<file path="config.mk">
export PLATFORM = sky130hd
export DESIGN_NAME = polygon_area_perimeter
export DESIGN_NICKNAME = d
export VERILOG_FILES = /design/src/hw/rtl/pap_pkg.sv /design/src/hw/rtl/pap_isqrt.sv /design/src/hw/rtl/pap_datapath.sv /design/src/hw/rtl/pap_ctrl.sv /design/src/hw/rtl/polygon_area_perimeter.sv
export SDC_FILE = /design/constraint.sdc
export NUM_CORES = 2
export LEC_CHECK = 0
export BUFFER_PORTS_ARGS = -buffer_cell sky130_fd_sc_hd__buf_2
export CAP_MARGIN = 40
export CORE_UTILIZATION = 32
export DETAILED_ROUTE_END_ITERATION = 8
export GPL_TIMING_DRIVEN = 0
export PLACE_DENSITY = 0.44
export SLEW_MARGIN = 20
export SYNTH_ARGS = -nofsm -noshare
export SYNTH_HDL_FRONTEND = slang
export SYNTH_SLANG_ARGS = --single-unit
</file>
<file path="constraint.sdc">
create_clock -name clk -period 26.4 [get_ports clk]
set_input_delay 3.96 -clock clk [delete_from_list [all_inputs] [get_ports clk]]
set_output_delay 3.96 -clock clk [all_outputs]
set_load 0.005 [all_outputs]
</file>
<file path="src/hw/rtl/pap_pkg.sv">
// pap_pkg: shared constants, status codes and controller/datapath interface structs
// for the polygon area and perimeter block. No dependencies.
package pap_pkg;

  // defaults for the top-level parameters
  localparam int unsigned DEF_MAX_POINTS  = 1024;
  localparam int unsigned DEF_COORD_WIDTH = 20;

  // fixed result field widths
  localparam int unsigned AREA_W      = 55;  // signed trapezoid accumulator
  localparam int unsigned AREA_OUT_W  = 54;
  localparam int unsigned PERIM_W     = 32;
  localparam int unsigned VCOUNT_W    = 11;
  localparam int unsigned STATUS_W    = 2;
  localparam int unsigned OUT_FIELD_W = AREA_OUT_W + PERIM_W + VCOUNT_W;
  localparam int unsigned OUT_TDATA_W = ((OUT_FIELD_W + 7) / 8) * 8;

  localparam int unsigned MIN_POINTS = 3;

  // result status codes
  localparam logic [STATUS_W-1:0] STATUS_OK       = 2'd0;
  localparam logic [STATUS_W-1:0] STATUS_FEW      = 2'd1;
  localparam logic [STATUS_W-1:0] STATUS_OVERFLOW = 2'd2;

  // controller -> datapath
  typedef struct packed {
    logic accept;       // take the input beat
    logic close_setup;  // set up closing edge back to first vertex
    logic mul_h;        // prod = dx * h
    logic mul_xx;       // area += prod, prod = dx * dx
    logic mul_yy;       // rad = prod, prod = dy * dy
    logic sq_start;     // launch square root on dx^2 + dy^2
    logic perim_add;    // add edge length to perimeter
    logic emit;         // load result register, clear polygon
  } cmd_t;

  // datapath -> controller
  typedef struct packed {
    logic full;        // vertex store at limit
    logic empty;       // no vertex yet
    logic last;        // latched last-vertex mark
    logic overflowed;
    logic few;         // fewer than three vertices
    logic sq_done;
    logic out_busy;    // result register still held
  } stat_t;

endpackage

</file>
<file path="src/hw/rtl/pap_isqrt.sv">
// pap_isqrt: iterative integer square root, one result bit per cycle, floor.
// Depends on nothing but its parameter.
module pap_isqrt #(
  parameter int unsigned COORD_WIDTH = 20
) (
  input  logic                          clk,
  input  logic                          rst,
  input  logic                          start,
  input  logic [2*COORD_WIDTH+1:0]      radicand,
  output logic [COORD_WIDTH:0]          root,
  output logic                          done
);

  localparam int unsigned RAD_W  = 2 * COORD_WIDTH + 2;
  localparam int unsigned ROOT_W = RAD_W / 2;
  localparam int unsigned REM_W  = ROOT_W + 4;
  localparam int unsigned ITER   = ROOT_W;
  localparam int unsigned CNT_W  = $clog2(ITER + 1);

  logic [RAD_W-1:0]  rad;
  logic [REM_W-1:0]  rem;
  logic [CNT_W-1:0]  cnt;
  logic [REM_W-1:0]  rem_sh;
  logic [REM_W-1:0]  trial;
  logic              take;

  assign rem_sh = {rem[REM_W-3:0], rad[RAD_W-1 -: 2]};
  assign trial  = {2'b00, root, 2'b01};
  assign take   = rem_sh >= trial;

  always_ff @(posedge clk) begin
    if (rst) begin
      cnt  <= '0;
      done <= 1'b0;
    end else begin
      done <= 1'b0;
      if (start) begin
        cnt <= CNT_W'(ITER);
      end else if (cnt != '0) begin
        cnt  <= cnt - 1'b1;
        done <= (cnt == CNT_W'(1));
      end
    end
  end

  always_ff @(posedge clk) begin
    if (start) begin
      rad  <= radicand;
      rem  <= '0;
      root <= '0;
    end else if (cnt != '0) begin
      rad  <= rad << 2;
      rem  <= take ? (rem_sh - trial) : rem_sh;
      root <= {root[ROOT_W-2:0], take};
    end
  end

`ifndef SYNTH
  a_start_idle: assert property (@(posedge clk) disable iff (rst)
    start |-> cnt == '0) else $error("isqrt restarted while busy");
  a_done_pulse: assert property (@(posedge clk) disable iff (rst)
    done |=> !done) else $error("isqrt done longer than one cycle");
  a_count_down: assert property (@(posedge clk) disable iff (rst)
    (cnt != '0 && !start) |=> cnt == $past(cnt) - 1'b1)
    else $error("isqrt step counter skipped");
`endif

endmodule

</file>
<file path="src/hw/rtl/pap_datapath.sv">
// pap_datapath: vertex registers, shared multiplier, accumulators, square root
// and result register. Uses pap_pkg and pap_isqrt; driven by pap_ctrl.
module pap_datapath #(
  parameter int unsigned MAX_POINTS  = pap_pkg::DEF_MAX_POINTS,
  parameter int unsigned COORD_WIDTH = pap_pkg::DEF_COORD_WIDTH
) (
  input  logic                                clk,
  input  logic                                rst,
  input  logic signed [COORD_WIDTH-1:0]       x_in,
  input  logic signed [COORD_WIDTH-1:0]       y_in,
  input  logic                                last_in,
  input  pap_pkg::cmd_t                       cmd,
  output pap_pkg::stat_t                      st,
  output logic                                m_tvalid,
  input  logic                                m_tready,
  output logic [pap_pkg::OUT_TDATA_W-1:0]     m_tdata,
  output logic [pap_pkg::STATUS_W-1:0]        m_tuser
);
  import pap_pkg::*;

  localparam int unsigned CNT_W  = $clog2(MAX_POINTS + 1);
  localparam int unsigned D_W    = COORD_WIDTH + 1;
  localparam int unsigned M_W    = COORD_WIDTH + 2;
  localparam int unsigned P_W    = 2 * M_W;
  localparam int unsigned SQ_W   = 2 * COORD_WIDTH + 1;
  localparam int unsigned RAD_W  = 2 * COORD_WIDTH + 2;
  localparam int unsigned ROOT_W = COORD_WIDTH + 1;
  localparam int unsigned PAD_W  = OUT_TDATA_W - OUT_FIELD_W;

  // polygon state
  logic signed [COORD_WIDTH-1:0] first_x, base_h, prev_x, prev_y;
  logic [CNT_W-1:0]              points_seen;
  logic                          overflowed;
  logic                          last_r;
  logic [AREA_W-1:0]             area_sum;
  logic [PERIM_W-1:0]            perim_sum;

  // edge work registers
  logic signed [D_W-1:0]         dx_r, dy_r;
  logic signed [M_W-1:0]         h_r;
  logic signed [P_W-1:0]         prod_r;
  logic [SQ_W-1:0]               rad_r;

  // result register
  logic [AREA_OUT_W-1:0]         area_o;
  logic [PERIM_W-1:0]            perim_o;
  logic [VCOUNT_W-1:0]           vcount_o;
  logic [STATUS_W-1:0]           status_o;

  logic signed [COORD_WIDTH-1:0] x2, y2;
  logic signed [D_W-1:0]         dx_next, dy_next;
  logic signed [M_W-1:0]         h_next;
  logic signed [M_W-1:0]         mul_a, mul_b;
  logic [RAD_W-1:0]              radicand;
  logic [ROOT_W-1:0]             root;
  logic                          sq_done;
  logic [PERIM_W:0]              perim_sum_ext;
  logic [AREA_W-1:0]             area_mag;

  // edge end point: incoming vertex, or first vertex when closing
  assign x2 = cmd.close_setup ? first_x : x_in;
  assign y2 = cmd.close_setup ? base_h  : y_in;

  assign dx_next = D_W'(x2) - D_W'(prev_x);
  assign dy_next = D_W'(y2) - D_W'(prev_y);
  assign h_next  = (M_W'(prev_y) - M_W'(base_h)) + (M_W'(y2) - M_W'(base_h));

  // one shared multiplier
  assign mul_a = cmd.mul_yy ? M_W'(dy_r) : M_W'(dx_r);
  assign mul_b = cmd.mul_h  ? h_r : (cmd.mul_xx ? M_W'(dx_r) : M_W'(dy_r));

  assign radicand      = RAD_W'(rad_r) + RAD_W'(prod_r[SQ_W-1:0]);
  assign perim_sum_ext = {1'b0, perim_sum} + (PERIM_W + 1)'(root);
  assign area_mag      = area_sum[AREA_W-1] ? (AREA_W'(0) - area_sum) : area_sum;

  pap_isqrt #(
    .COORD_WIDTH (COORD_WIDTH)
  ) u_isqrt (
    .clk      (clk),
    .rst      (rst),
    .start    (cmd.sq_start),
    .radicand (radicand),
    .root     (root),
    .done     (sq_done)
  );

  always_comb begin
    st.full       = points_seen >= CNT_W'(MAX_POINTS);
    st.empty      = points_seen == '0;
    st.last       = last_r;
    st.overflowed = overflowed;
    st.few        = points_seen < CNT_W'(MIN_POINTS);
    st.sq_done    = sq_done;
    st.out_busy   = m_tvalid && !m_tready;
  end

  // control-side state
  always_ff @(posedge clk) begin
    if (rst) begin
      points_seen <= '0;
      overflowed  <= 1'b0;
      last_r      <= 1'b0;
      area_sum    <= '0;
      perim_sum   <= '0;
      m_tvalid    <= 1'b0;
    end else begin
      if (cmd.accept) begin
        last_r <= last_in;
        if (st.full) overflowed <= 1'b1;
        else         points_seen <= points_seen + 1'b1;
      end
      if (cmd.mul_xx)    area_sum  <= area_sum + AREA_W'(prod_r);
      if (cmd.perim_add) perim_sum <= perim_sum_ext[PERIM_W] ? '1
                                                             : perim_sum_ext[PERIM_W-1:0];
      if (cmd.emit) begin
        m_tvalid    <= 1'b1;
        points_seen <= '0;
        overflowed  <= 1'b0;
        area_sum    <= '0;
        perim_sum   <= '0;
      end else if (m_tready) begin
        m_tvalid <= 1'b0;
      end
    end
  end

  // payload
  always_ff @(posedge clk) begin
    if (cmd.accept && !st.full) begin
      prev_x <= x_in;
      prev_y <= y_in;
      if (st.empty) begin
        first_x <= x_in;
        base_h  <= y_in;
      end
    end
    if ((cmd.accept && !st.full && !st.empty) || cmd.close_setup) begin
      dx_r <= dx_next;
      dy_r <= dy_next;
      h_r  <= h_next;
    end
    if (cmd.mul_h || cmd.mul_xx || cmd.mul_yy) prod_r <= mul_a * mul_b;
    if (cmd.mul_yy) rad_r <= prod_r[SQ_W-1:0];
    if (cmd.emit) begin
      vcount_o <= VCOUNT_W'(points_seen);
      if (overflowed) begin
        area_o   <= '0;
        perim_o  <= '0;
        status_o <= STATUS_OVERFLOW;
      end else if (st.few) begin
        area_o   <= '0;
        perim_o  <= '0;
        status_o <= STATUS_FEW;
      end else begin
        area_o   <= area_mag[AREA_W-1:1];
        perim_o  <= perim_sum;
        status_o <= STATUS_OK;
      end
    end
  end

  assign m_tdata = {PAD_W'(0), vcount_o, perim_o, area_o};
  assign m_tuser = status_o;

`ifndef SYNTH
  a_count_limit: assert property (@(posedge clk) disable iff (rst)
    points_seen <= CNT_W'(MAX_POINTS)) else $error("vertex count past limit");
  a_emit_clears: assert property (@(posedge clk) disable iff (rst)
    cmd.emit |=> m_tvalid && points_seen == '0 && !overflowed)
    else $error("emit did not load result and clear polygon");
  a_overflow_set: assert property (@(posedge clk) disable iff (rst)
    (cmd.accept && st.full && !cmd.emit) |=> overflowed)
    else $error("dropped vertex did not flag overflow");
`endif

endmodule

</file>
<file path="src/hw/rtl/pap_ctrl.sv">
// pap_ctrl: sequencer for the polygon block; steps each edge through the
// shared multiplier and square root. Uses pap_pkg; drives pap_datapath.
module pap_ctrl (
  input  logic            clk,
  input  logic            rst,
  input  logic            s_tvalid,
  output logic            s_tready,
  input  pap_pkg::stat_t  st,
  output pap_pkg::cmd_t   cmd
);
  import pap_pkg::*;

  typedef enum logic [8:0] {
    ST_IDLE    = 9'b000000001,
    ST_CHECK   = 9'b000000010,
    ST_CLOSE   = 9'b000000100,
    ST_MUL_H   = 9'b000001000,
    ST_MUL_XX  = 9'b000010000,
    ST_MUL_YY  = 9'b000100000,
    ST_SQ_LOAD = 9'b001000000,
    ST_SQ_WAIT = 9'b010000000,
    ST_EMIT    = 9'b100000000
  } state_t;

  state_t state, state_next;
  logic   closing, closing_next;

  assign s_tready = (state == ST_IDLE);

  always_comb begin
    cmd          = '0;
    state_next   = state;
    closing_next = closing;
    case (state)
      ST_IDLE: begin
        closing_next = 1'b0;
        if (s_tvalid) begin
          cmd.accept = 1'b1;
          state_next = (!st.full && !st.empty) ? ST_MUL_H : ST_CHECK;
        end
      end
      ST_CHECK: begin
        if (!st.last)                      state_next = ST_IDLE;
        else if (st.overflowed || st.few)  state_next = ST_EMIT;
        else                               state_next = ST_CLOSE;
      end
      ST_CLOSE: begin
        cmd.close_setup = 1'b1;
        closing_next    = 1'b1;
        state_next      = ST_MUL_H;
      end
      ST_MUL_H: begin
        cmd.mul_h  = 1'b1;
        state_next = ST_MUL_XX;
      end
      ST_MUL_XX: begin
        cmd.mul_xx = 1'b1;
        state_next = ST_MUL_YY;
      end
      ST_MUL_YY: begin
        cmd.mul_yy = 1'b1;
        state_next = ST_SQ_LOAD;
      end
      ST_SQ_LOAD: begin
        cmd.sq_start = 1'b1;
        state_next   = ST_SQ_WAIT;
      end
      ST_SQ_WAIT: begin
        if (st.sq_done) begin
          cmd.perim_add = 1'b1;
          state_next    = closing ? ST_EMIT : ST_CHECK;
        end
      end
      ST_EMIT: begin
        if (!st.out_busy) begin
          cmd.emit   = 1'b1;
          state_next = ST_IDLE;
        end
      end
      default: begin
        state_next   = ST_IDLE;
        closing_next = 1'b0;
      end
    endcase
  end

  always_ff @(posedge clk) begin
    if (rst) begin
      state   <= ST_IDLE;
      closing <= 1'b0;
    end else begin
      state   <= state_next;
      closing <= closing_next;
    end
  end

`ifndef SYNTH
  a_emit_free: assert property (@(posedge clk) disable iff (rst)
    cmd.emit |-> !st.out_busy) else $error("result overwritten while held");
  a_done_waiting: assert property (@(posedge clk) disable iff (rst)
    st.sq_done |-> state == ST_SQ_WAIT) else $error("square root done out of step");
  a_close_once: assert property (@(posedge clk) disable iff (rst)
    cmd.close_setup |-> !closing) else $error("closing edge set up twice");
`endif

endmodule

</file>
<file path="src/hw/rtl/polygon_area_perimeter.sv">
// Each vertex beat is taken only in the idle state and steps through: accept, three
// shared-multiplier passes, root load, bit-serial square root of dx^2 + dy^2 (the longest
// step), then a check; a first vertex, or one dropped at the limit, goes from accept to the check.
// For a proper polygon the last vertex adds the closing edge; every last vertex then loads the
// result register, held off while the previous result still waits.
// Reset (rst, synchronous, active high) clears the polygon and drops any result.
module polygon_area_perimeter #(
  parameter int unsigned MAX_POINTS  = pap_pkg::DEF_MAX_POINTS,
  parameter int unsigned COORD_WIDTH = pap_pkg::DEF_COORD_WIDTH
) (
  input  logic                                     clk,
  input  logic                                     rst,
  // vertex beat
  input  logic                                     s_tvalid,
  output logic                                     s_tready,
  // point_x, point_y (low to high), zero pad to bytes
  input  logic [((2*COORD_WIDTH+7)/8)*8-1:0]       s_tdata,
  input  logic                                     s_tlast,    // last_point
  // result beat
  output logic                                     m_tvalid,
  input  logic                                     m_tready,
  // area, perimeter, vertex_count (low to high), zero pad to bytes
  output logic [pap_pkg::OUT_TDATA_W-1:0]          m_tdata,
  output logic [pap_pkg::STATUS_W-1:0]             m_tuser     // status
);
  import pap_pkg::*;

  cmd_t                          cmd;
  stat_t                         st;
  logic signed [COORD_WIDTH-1:0] point_x;
  logic signed [COORD_WIDTH-1:0] point_y;

  // unpack vertex fields; pad bits are ignored
  assign point_x = s_tdata[COORD_WIDTH-1:0];
  assign point_y = s_tdata[2*COORD_WIDTH-1:COORD_WIDTH];

  // sequencer: one item at a time, ready only when idle
  pap_ctrl u_ctrl (
    .clk      (clk),
    .rst      (rst),
    .s_tvalid (s_tvalid),
    .s_tready (s_tready),
    .st       (st),
    .cmd      (cmd)
  );

  // arithmetic, polygon state and the result register
  pap_datapath #(
    .MAX_POINTS  (MAX_POINTS),
    .COORD_WIDTH (COORD_WIDTH)
  ) u_datapath (
    .clk      (clk),
    .rst      (rst),
    .x_in     (point_x),
    .y_in     (point_y),
    .last_in  (s_tlast),
    .cmd      (cmd),
    .st       (st),
    .m_tvalid (m_tvalid),
    .m_tready (m_tready),
    .m_tdata  (m_tdata),
    .m_tuser  (m_tuser)
  );

endmodule

</file>
---- Word level (Yosys, flattened, before mapping) ----
Cells that the tools add are included.
word-level totals
  register bits after elaboration ......... 531
  input bits .............................. 45
  output and inout bits ................... 108
cells by class
  $add $sub $neg .......................... 12
  $mul .................................... 1
  magnitude comparators ................... 3
  eq/ne operators ......................... 13
  multiplexer cells ....................... 35
  bitwise operators ....................... 3
  reductions and logical operators ........ 25
operators with widths
  cell                     number
  $mux W42                 2
  $sub A20 B20 Y21         4
  $pmux W9 S9              1
  $mux W22                 3
  $add A55 B55 Y55         1
  $sub A1 B55 Y55 const A  1
  $mux W54                 1
  $mux W9                  6
  $mul A22 B22 Y44         1
  $add A41 B41 Y42         1
  $mux W20                 2
  $add A32 B21 Y33         1
  $mux W32                 1
  $ge A25 B23 Y1           1
  $mux W23                 1
  $sub A23 B23 Y23         1
  $add A22 B22 Y22         1
  $mux W1                  14
  $add A11 B1 Y11 const B  1
  $ge A11 B11 Y1 const B   1
  $logic_not A11 Y1        1
  $lt A11 B2 Y1 const B    1
  $mux W5                  2
  $eq A9 B1 Y1 const B     1
  25 further kinds         42

---- Longest topological paths before layout ----
  depth in word-level cells ............... 6
  gate-level depth with buffers ........... 35
  gate-level depth less buffers ........... 32

---- By module ----
Synthesis repeated with hierarchy kept, for this count alone.
second synthesis, totals
  cells, all modules ...................... 4888
  area, all modules ....................... 48027.3 sq um
modules (own cells, without submodules)
  module        instances  cells an instance  area an instance (sq um)
  pap_datapath  1          4280               42316.8
  pap_isqrt     1          524                5063.6
  pap_ctrl      1          84                 646.9

---- Worst setup path before layout ----
No wires, ideal clock.
  path kind ............................... in2reg
  start point ............................. input port m_tready
  end point ............................... register u_datapath.area_sum[20]
  data arrival time ....................... 9894 ps
  required time ........................... 26272 ps
  slack ................................... 16378 ps
  cell stages on the path ................. 7
  cells stage by stage .................... nor2b_1 nor2b_1 or2_2 clkbuf_1 clkbuf_1 clkbuf_1 nor2_1
RTL lines
  what                  line                          text
  from (decl)           polygon_area_perimeter.sv:21  input logic m_tready,
  to (signal assigned)  pap_datapath.sv:112           if (cmd.mul_xx) area_sum <= area_sum + AREA_W'(prod_r);
  to (decl)             pap_datapath.sv:35            logic [AREA_W-1:0] area_sum;

---- Final worst setup path ----
  start point ............................. register u_ctrl.state[5]
  end point ............................... register u_datapath.prod_r[42] (data pin)
on the way
  cells in the longest elaborated chain, start to end .. 5
  elaborated cells between the ends (all ways) .. 10
RTL lines
  what                    line                 text
  from (decl)             pap_ctrl.sv:25       state_t state, state_next;
  from (signal assigned)  pap_ctrl.sv:92       state <= state_next;
  $eq A9 B5 Y1            pap_ctrl.sv:34       case (state)
  $mux W1                 pap_ctrl.sv:34
  $mux W22 (2 in a row)   pap_datapath.sv:70   assign mul_b = cmd.mul_h ? h_r : (cmd.mul_xx ? M_W'(dx_r) : M_W'(dy_r));
  $mul A22 B22 Y44 (*)    pap_datapath.sv:142  if (cmd.mul_h || cmd.mul_xx || cmd.mul_yy) prod_r <= mul_a * mul_b;
  to (signal assigned)    pap_datapath.sv:142
  to (decl)               pap_datapath.sv:41   logic signed [P_W-1:0] prod_r;
Mark *: on every way between the ends. The rest lies on a longest branch, timed or not.
A chain may end at the register's enable or synchronous reset.

==> metrics.txt <==
register area share after synthesis 0.294; start point of the worst min-delay path u_datapath.last_r$_SDFFE_PP0P_; critical path capture point type register; time the worst path needs with I/O delays and setup 11540 ps; Routed WL 149000 um; horizontal extent of the die 392 um; detail-routed net length per standard cell 19.7 um; floorplan die height 392 um; global-route wire length before repair 229000 um; Worst Path Max Fanout 10; total setup violations reported at the end of the flow 0; number of enable flip-flop cells after synthesis 370; quantity of I/O buffers inserted on ports 144; cts repair resizes 0; final hold violation count 0; drc violations 0; Layout Nets 6390; TritonCTS clock tree done; multiplexer share of the synthesized area 0.0185; summed negative setup slack over all endpoints 0 ps; initial detailed-routing violation count 1984; Inserted Clock Buffers 71; initial antenna violation count 7; via count 36868; router iterations before antenna repair 5; overall die area 154000 sq um; Max-cap violations 0; top cell type by total area after synthesis edfxtp_1; Slew HR 0.340; unrepaired setup endpoints after global routing false; worst endpoint required time 26830 ps; count of buffers added by post-CTS timing repair for setup 0; dominant combinational cell family by area after synthesis adder cells; area growth from synthesis to layout 13.4%; CP dominant cell by count fa_1; Initial Util 0.324; Tot GR Track Use 0.195; worst setup path start u_ctrl.state[5]$_SDFFE_PP0P_; Post-Synthesis Cell Area 48700 sq um; signal arrival time at the worst endpoint 11970 ps; Worst path max stage delay 770 ps; class of the tightest hold or removal check register to register; critical path class register to register; final setup skew 58.7 ps; most numerous cell in the Yosys netlist inv_1; # H-tree levels 3; via count of the first global-routing pass 38213; share of flip-flops with an asynchronous set or reset 0; proportion of layout cells with a drive suffix above 1 0.0758; antenna diode instance count 0; nature of the critical path startpoint register; post-synthesis simple-gate area fraction 0.141; result of the run finished, final reports clean; post-detailed-placement half-perimeter wirelength 123000 um; origin of the critical flop-to-flop path u_ctrl.state[5]$_SDFFE_PP0P_; area share of fa/ha/maj cells after synthesis 0.301; hold-fix buffer count after cts 0; cell count after synthesis 5180; clock latency of the later-clocked register in the worst-skew pair 720 ps; final weighted congestion in routability-driven placement 0.942; detailed-route vias per instance 4.89; core footprint 150000 sq um; Placement Rows 142; clock-pin slew on the worst setup and hold paths 60 ps; Yosys warning count 0; TritonCTS Sinks 531; Top Ports 153; synthesized area per cell 9.41 sq um; largest cells by area after synthesis edfxtp_1, fa_1, ha_1; Clk Tree Root Cell clkbuf_16; post-synthesis cell type count 77; complex-gate fraction of the synthesized area 0.126; slew at the pin with the worst max-slew slack 986 ps; cell type of the slowest stage on the worst timing path a31oi_1; most used standard cells in the synthesized netlist inv_1, nand2_1, fa_1; overall overflow remaining after global route 0; post-synthesis sequential element count 531; number of buffers on the longest clock path 3; remaining antenna violation count 0; Final Slew Violations 0; count of fill cells added during filler insertion 15463; Most used DFF post-synth edfxtp_1; fin crit share 0.437; Max Freq 0.0867 GHz; post-synth top area share 0.228; maximum number of pins on one net before global-route repair 56; area share of xor/xnor cells in the synthesized design 0.0532
## layout make-up
class	instances	area [sq um]	share of cell area
flip-flops and latches	531	14300	0.259
clock inverters	43	536	0.00968
multi-input cells	3795	31300	0.565
repair buffers	210	1520	0.0274
inverters	679	2550	0.0461
clock buffers	87	1870	0.0338
plain buffers	181	719	0.0130
well taps	2016	2520	0.0456
## final timing paths
path,slack (ps),endpoint,depth (start not counted)
worst max-delay path,14860,u_datapath.prod_r[42]$_DFFE_PP_,32
worst min-delay path,480,u_datapath.last_r$_SDFFE_PP0P_,2
worst max register to register,14860,u_datapath.prod_r[42]$_DFFE_PP_,32
worst min register to register,480,u_datapath.last_r$_SDFFE_PP0P_,2
## stage by stage
stage,std cells,setup slack (ps),area (sq um),util,hold slack (ps)
2_1_floorplan,5186,16380,48800,-,443
3_3_place_gp,7346,11000,52000,0.346,473
3_5_place_dp,7407,14530,52800,0.351,477
4_1_cts,7537,14460,55300,0.367,484
5_1_grt,7542,14210,55300,0.367,520
6_report,7542,14860,55300,0.367,484
## logic make-up (layout without fill, tap and decap cells)
family | count (synthesis) | in the layout
AO/OA/AOI/OAI | 992 | 992
other | 1 | 7
buffers and inverters | 860 | 1200
flip-flops | 531 | 531
AND/OR/NAND/NOR | 1539 | 1539
multiplexers | 85 | 85
adder cells (fa/ha/maj) | 876 | 876
XOR/XNOR | 296 | 296
## state kept, by name, summed over array words and instances, names as in the netlist, 11 cells and up
register / count
u_datapath.u_isqrt.rem: 23
u_datapath.first_x: 20
u_datapath.u_isqrt.root: 21
u_datapath.u_isqrt.rad: 42
u_datapath.perim_o: 32
u_datapath.rad_r: 41
u_datapath.area_o: 54
u_datapath.vcount_o: 11
u_datapath.perim_sum: 32
u_datapath.dx_r: 21
u_datapath.area_sum: 55
u_datapath.prod_r: 44
u_datapath.prev_y: 20
u_datapath.h_r: 22
u_datapath.base_h: 20
u_datapath.dy_r: 21
u_datapath.prev_x: 20
u_datapath.points_seen: 11
## worst max-delay path: cells and delay by family, from the launching register on
kind | cells | cell delay [ps]
adder cells (fa/ha/maj) | 8 | 3950
AO/OA/AOI/OAI | 6 | 2960
buffers and inverters | 8 | 2030
AND/OR/NAND/NOR | 9 | 1590
flip-flops | 1 | 390
XOR/XNOR | 1 | 300
## layer usage
metal / track usage / up-vias / share of wire
met3: 0.0228 / 183 / 0.037
met2: 0.330 / 659 / 0.47
met1: 0.256 / 18097 / 0.46
li1: - / 17929 / -
met5: 0 / - / 0
met4: 0.0686 / 0 / 0.038
## placed cells by master, fill, tap and decap left out, types with 13 or more instances in the layout
cell type and instances:
a21o_1 125, fa_1 495, a31oi_1 42, and2_1 60
a21boi_0 14, and3_1 24, dfxtp_1 161, buf_6 26
xor2_1 133, buf_4 28, o21ai_0 241, nor3_1 78
ha_1 381, o211ai_1 15, mux2_2 41, o21a_1 31
buf_2 146, buf_1 18, nand2b_1 45, clkbuf_16 71
nor2b_1 44, o21bai_1 34, clkbuf_1 161, clkinv_2 13
edfxtp_1 370, nor2_1 454, or3_1 30, xnor2_1 163
nand3_1 75, inv_1 677, a21oi_1 325, nand4_1 28
o31ai_1 33, or4_1 13, a211oi_1 34, nand2_1 620
mux2i_1 36
Power is not shown: default switching activity piles up to over one toggle a cycle in this logic, so the estimate is an artifact.
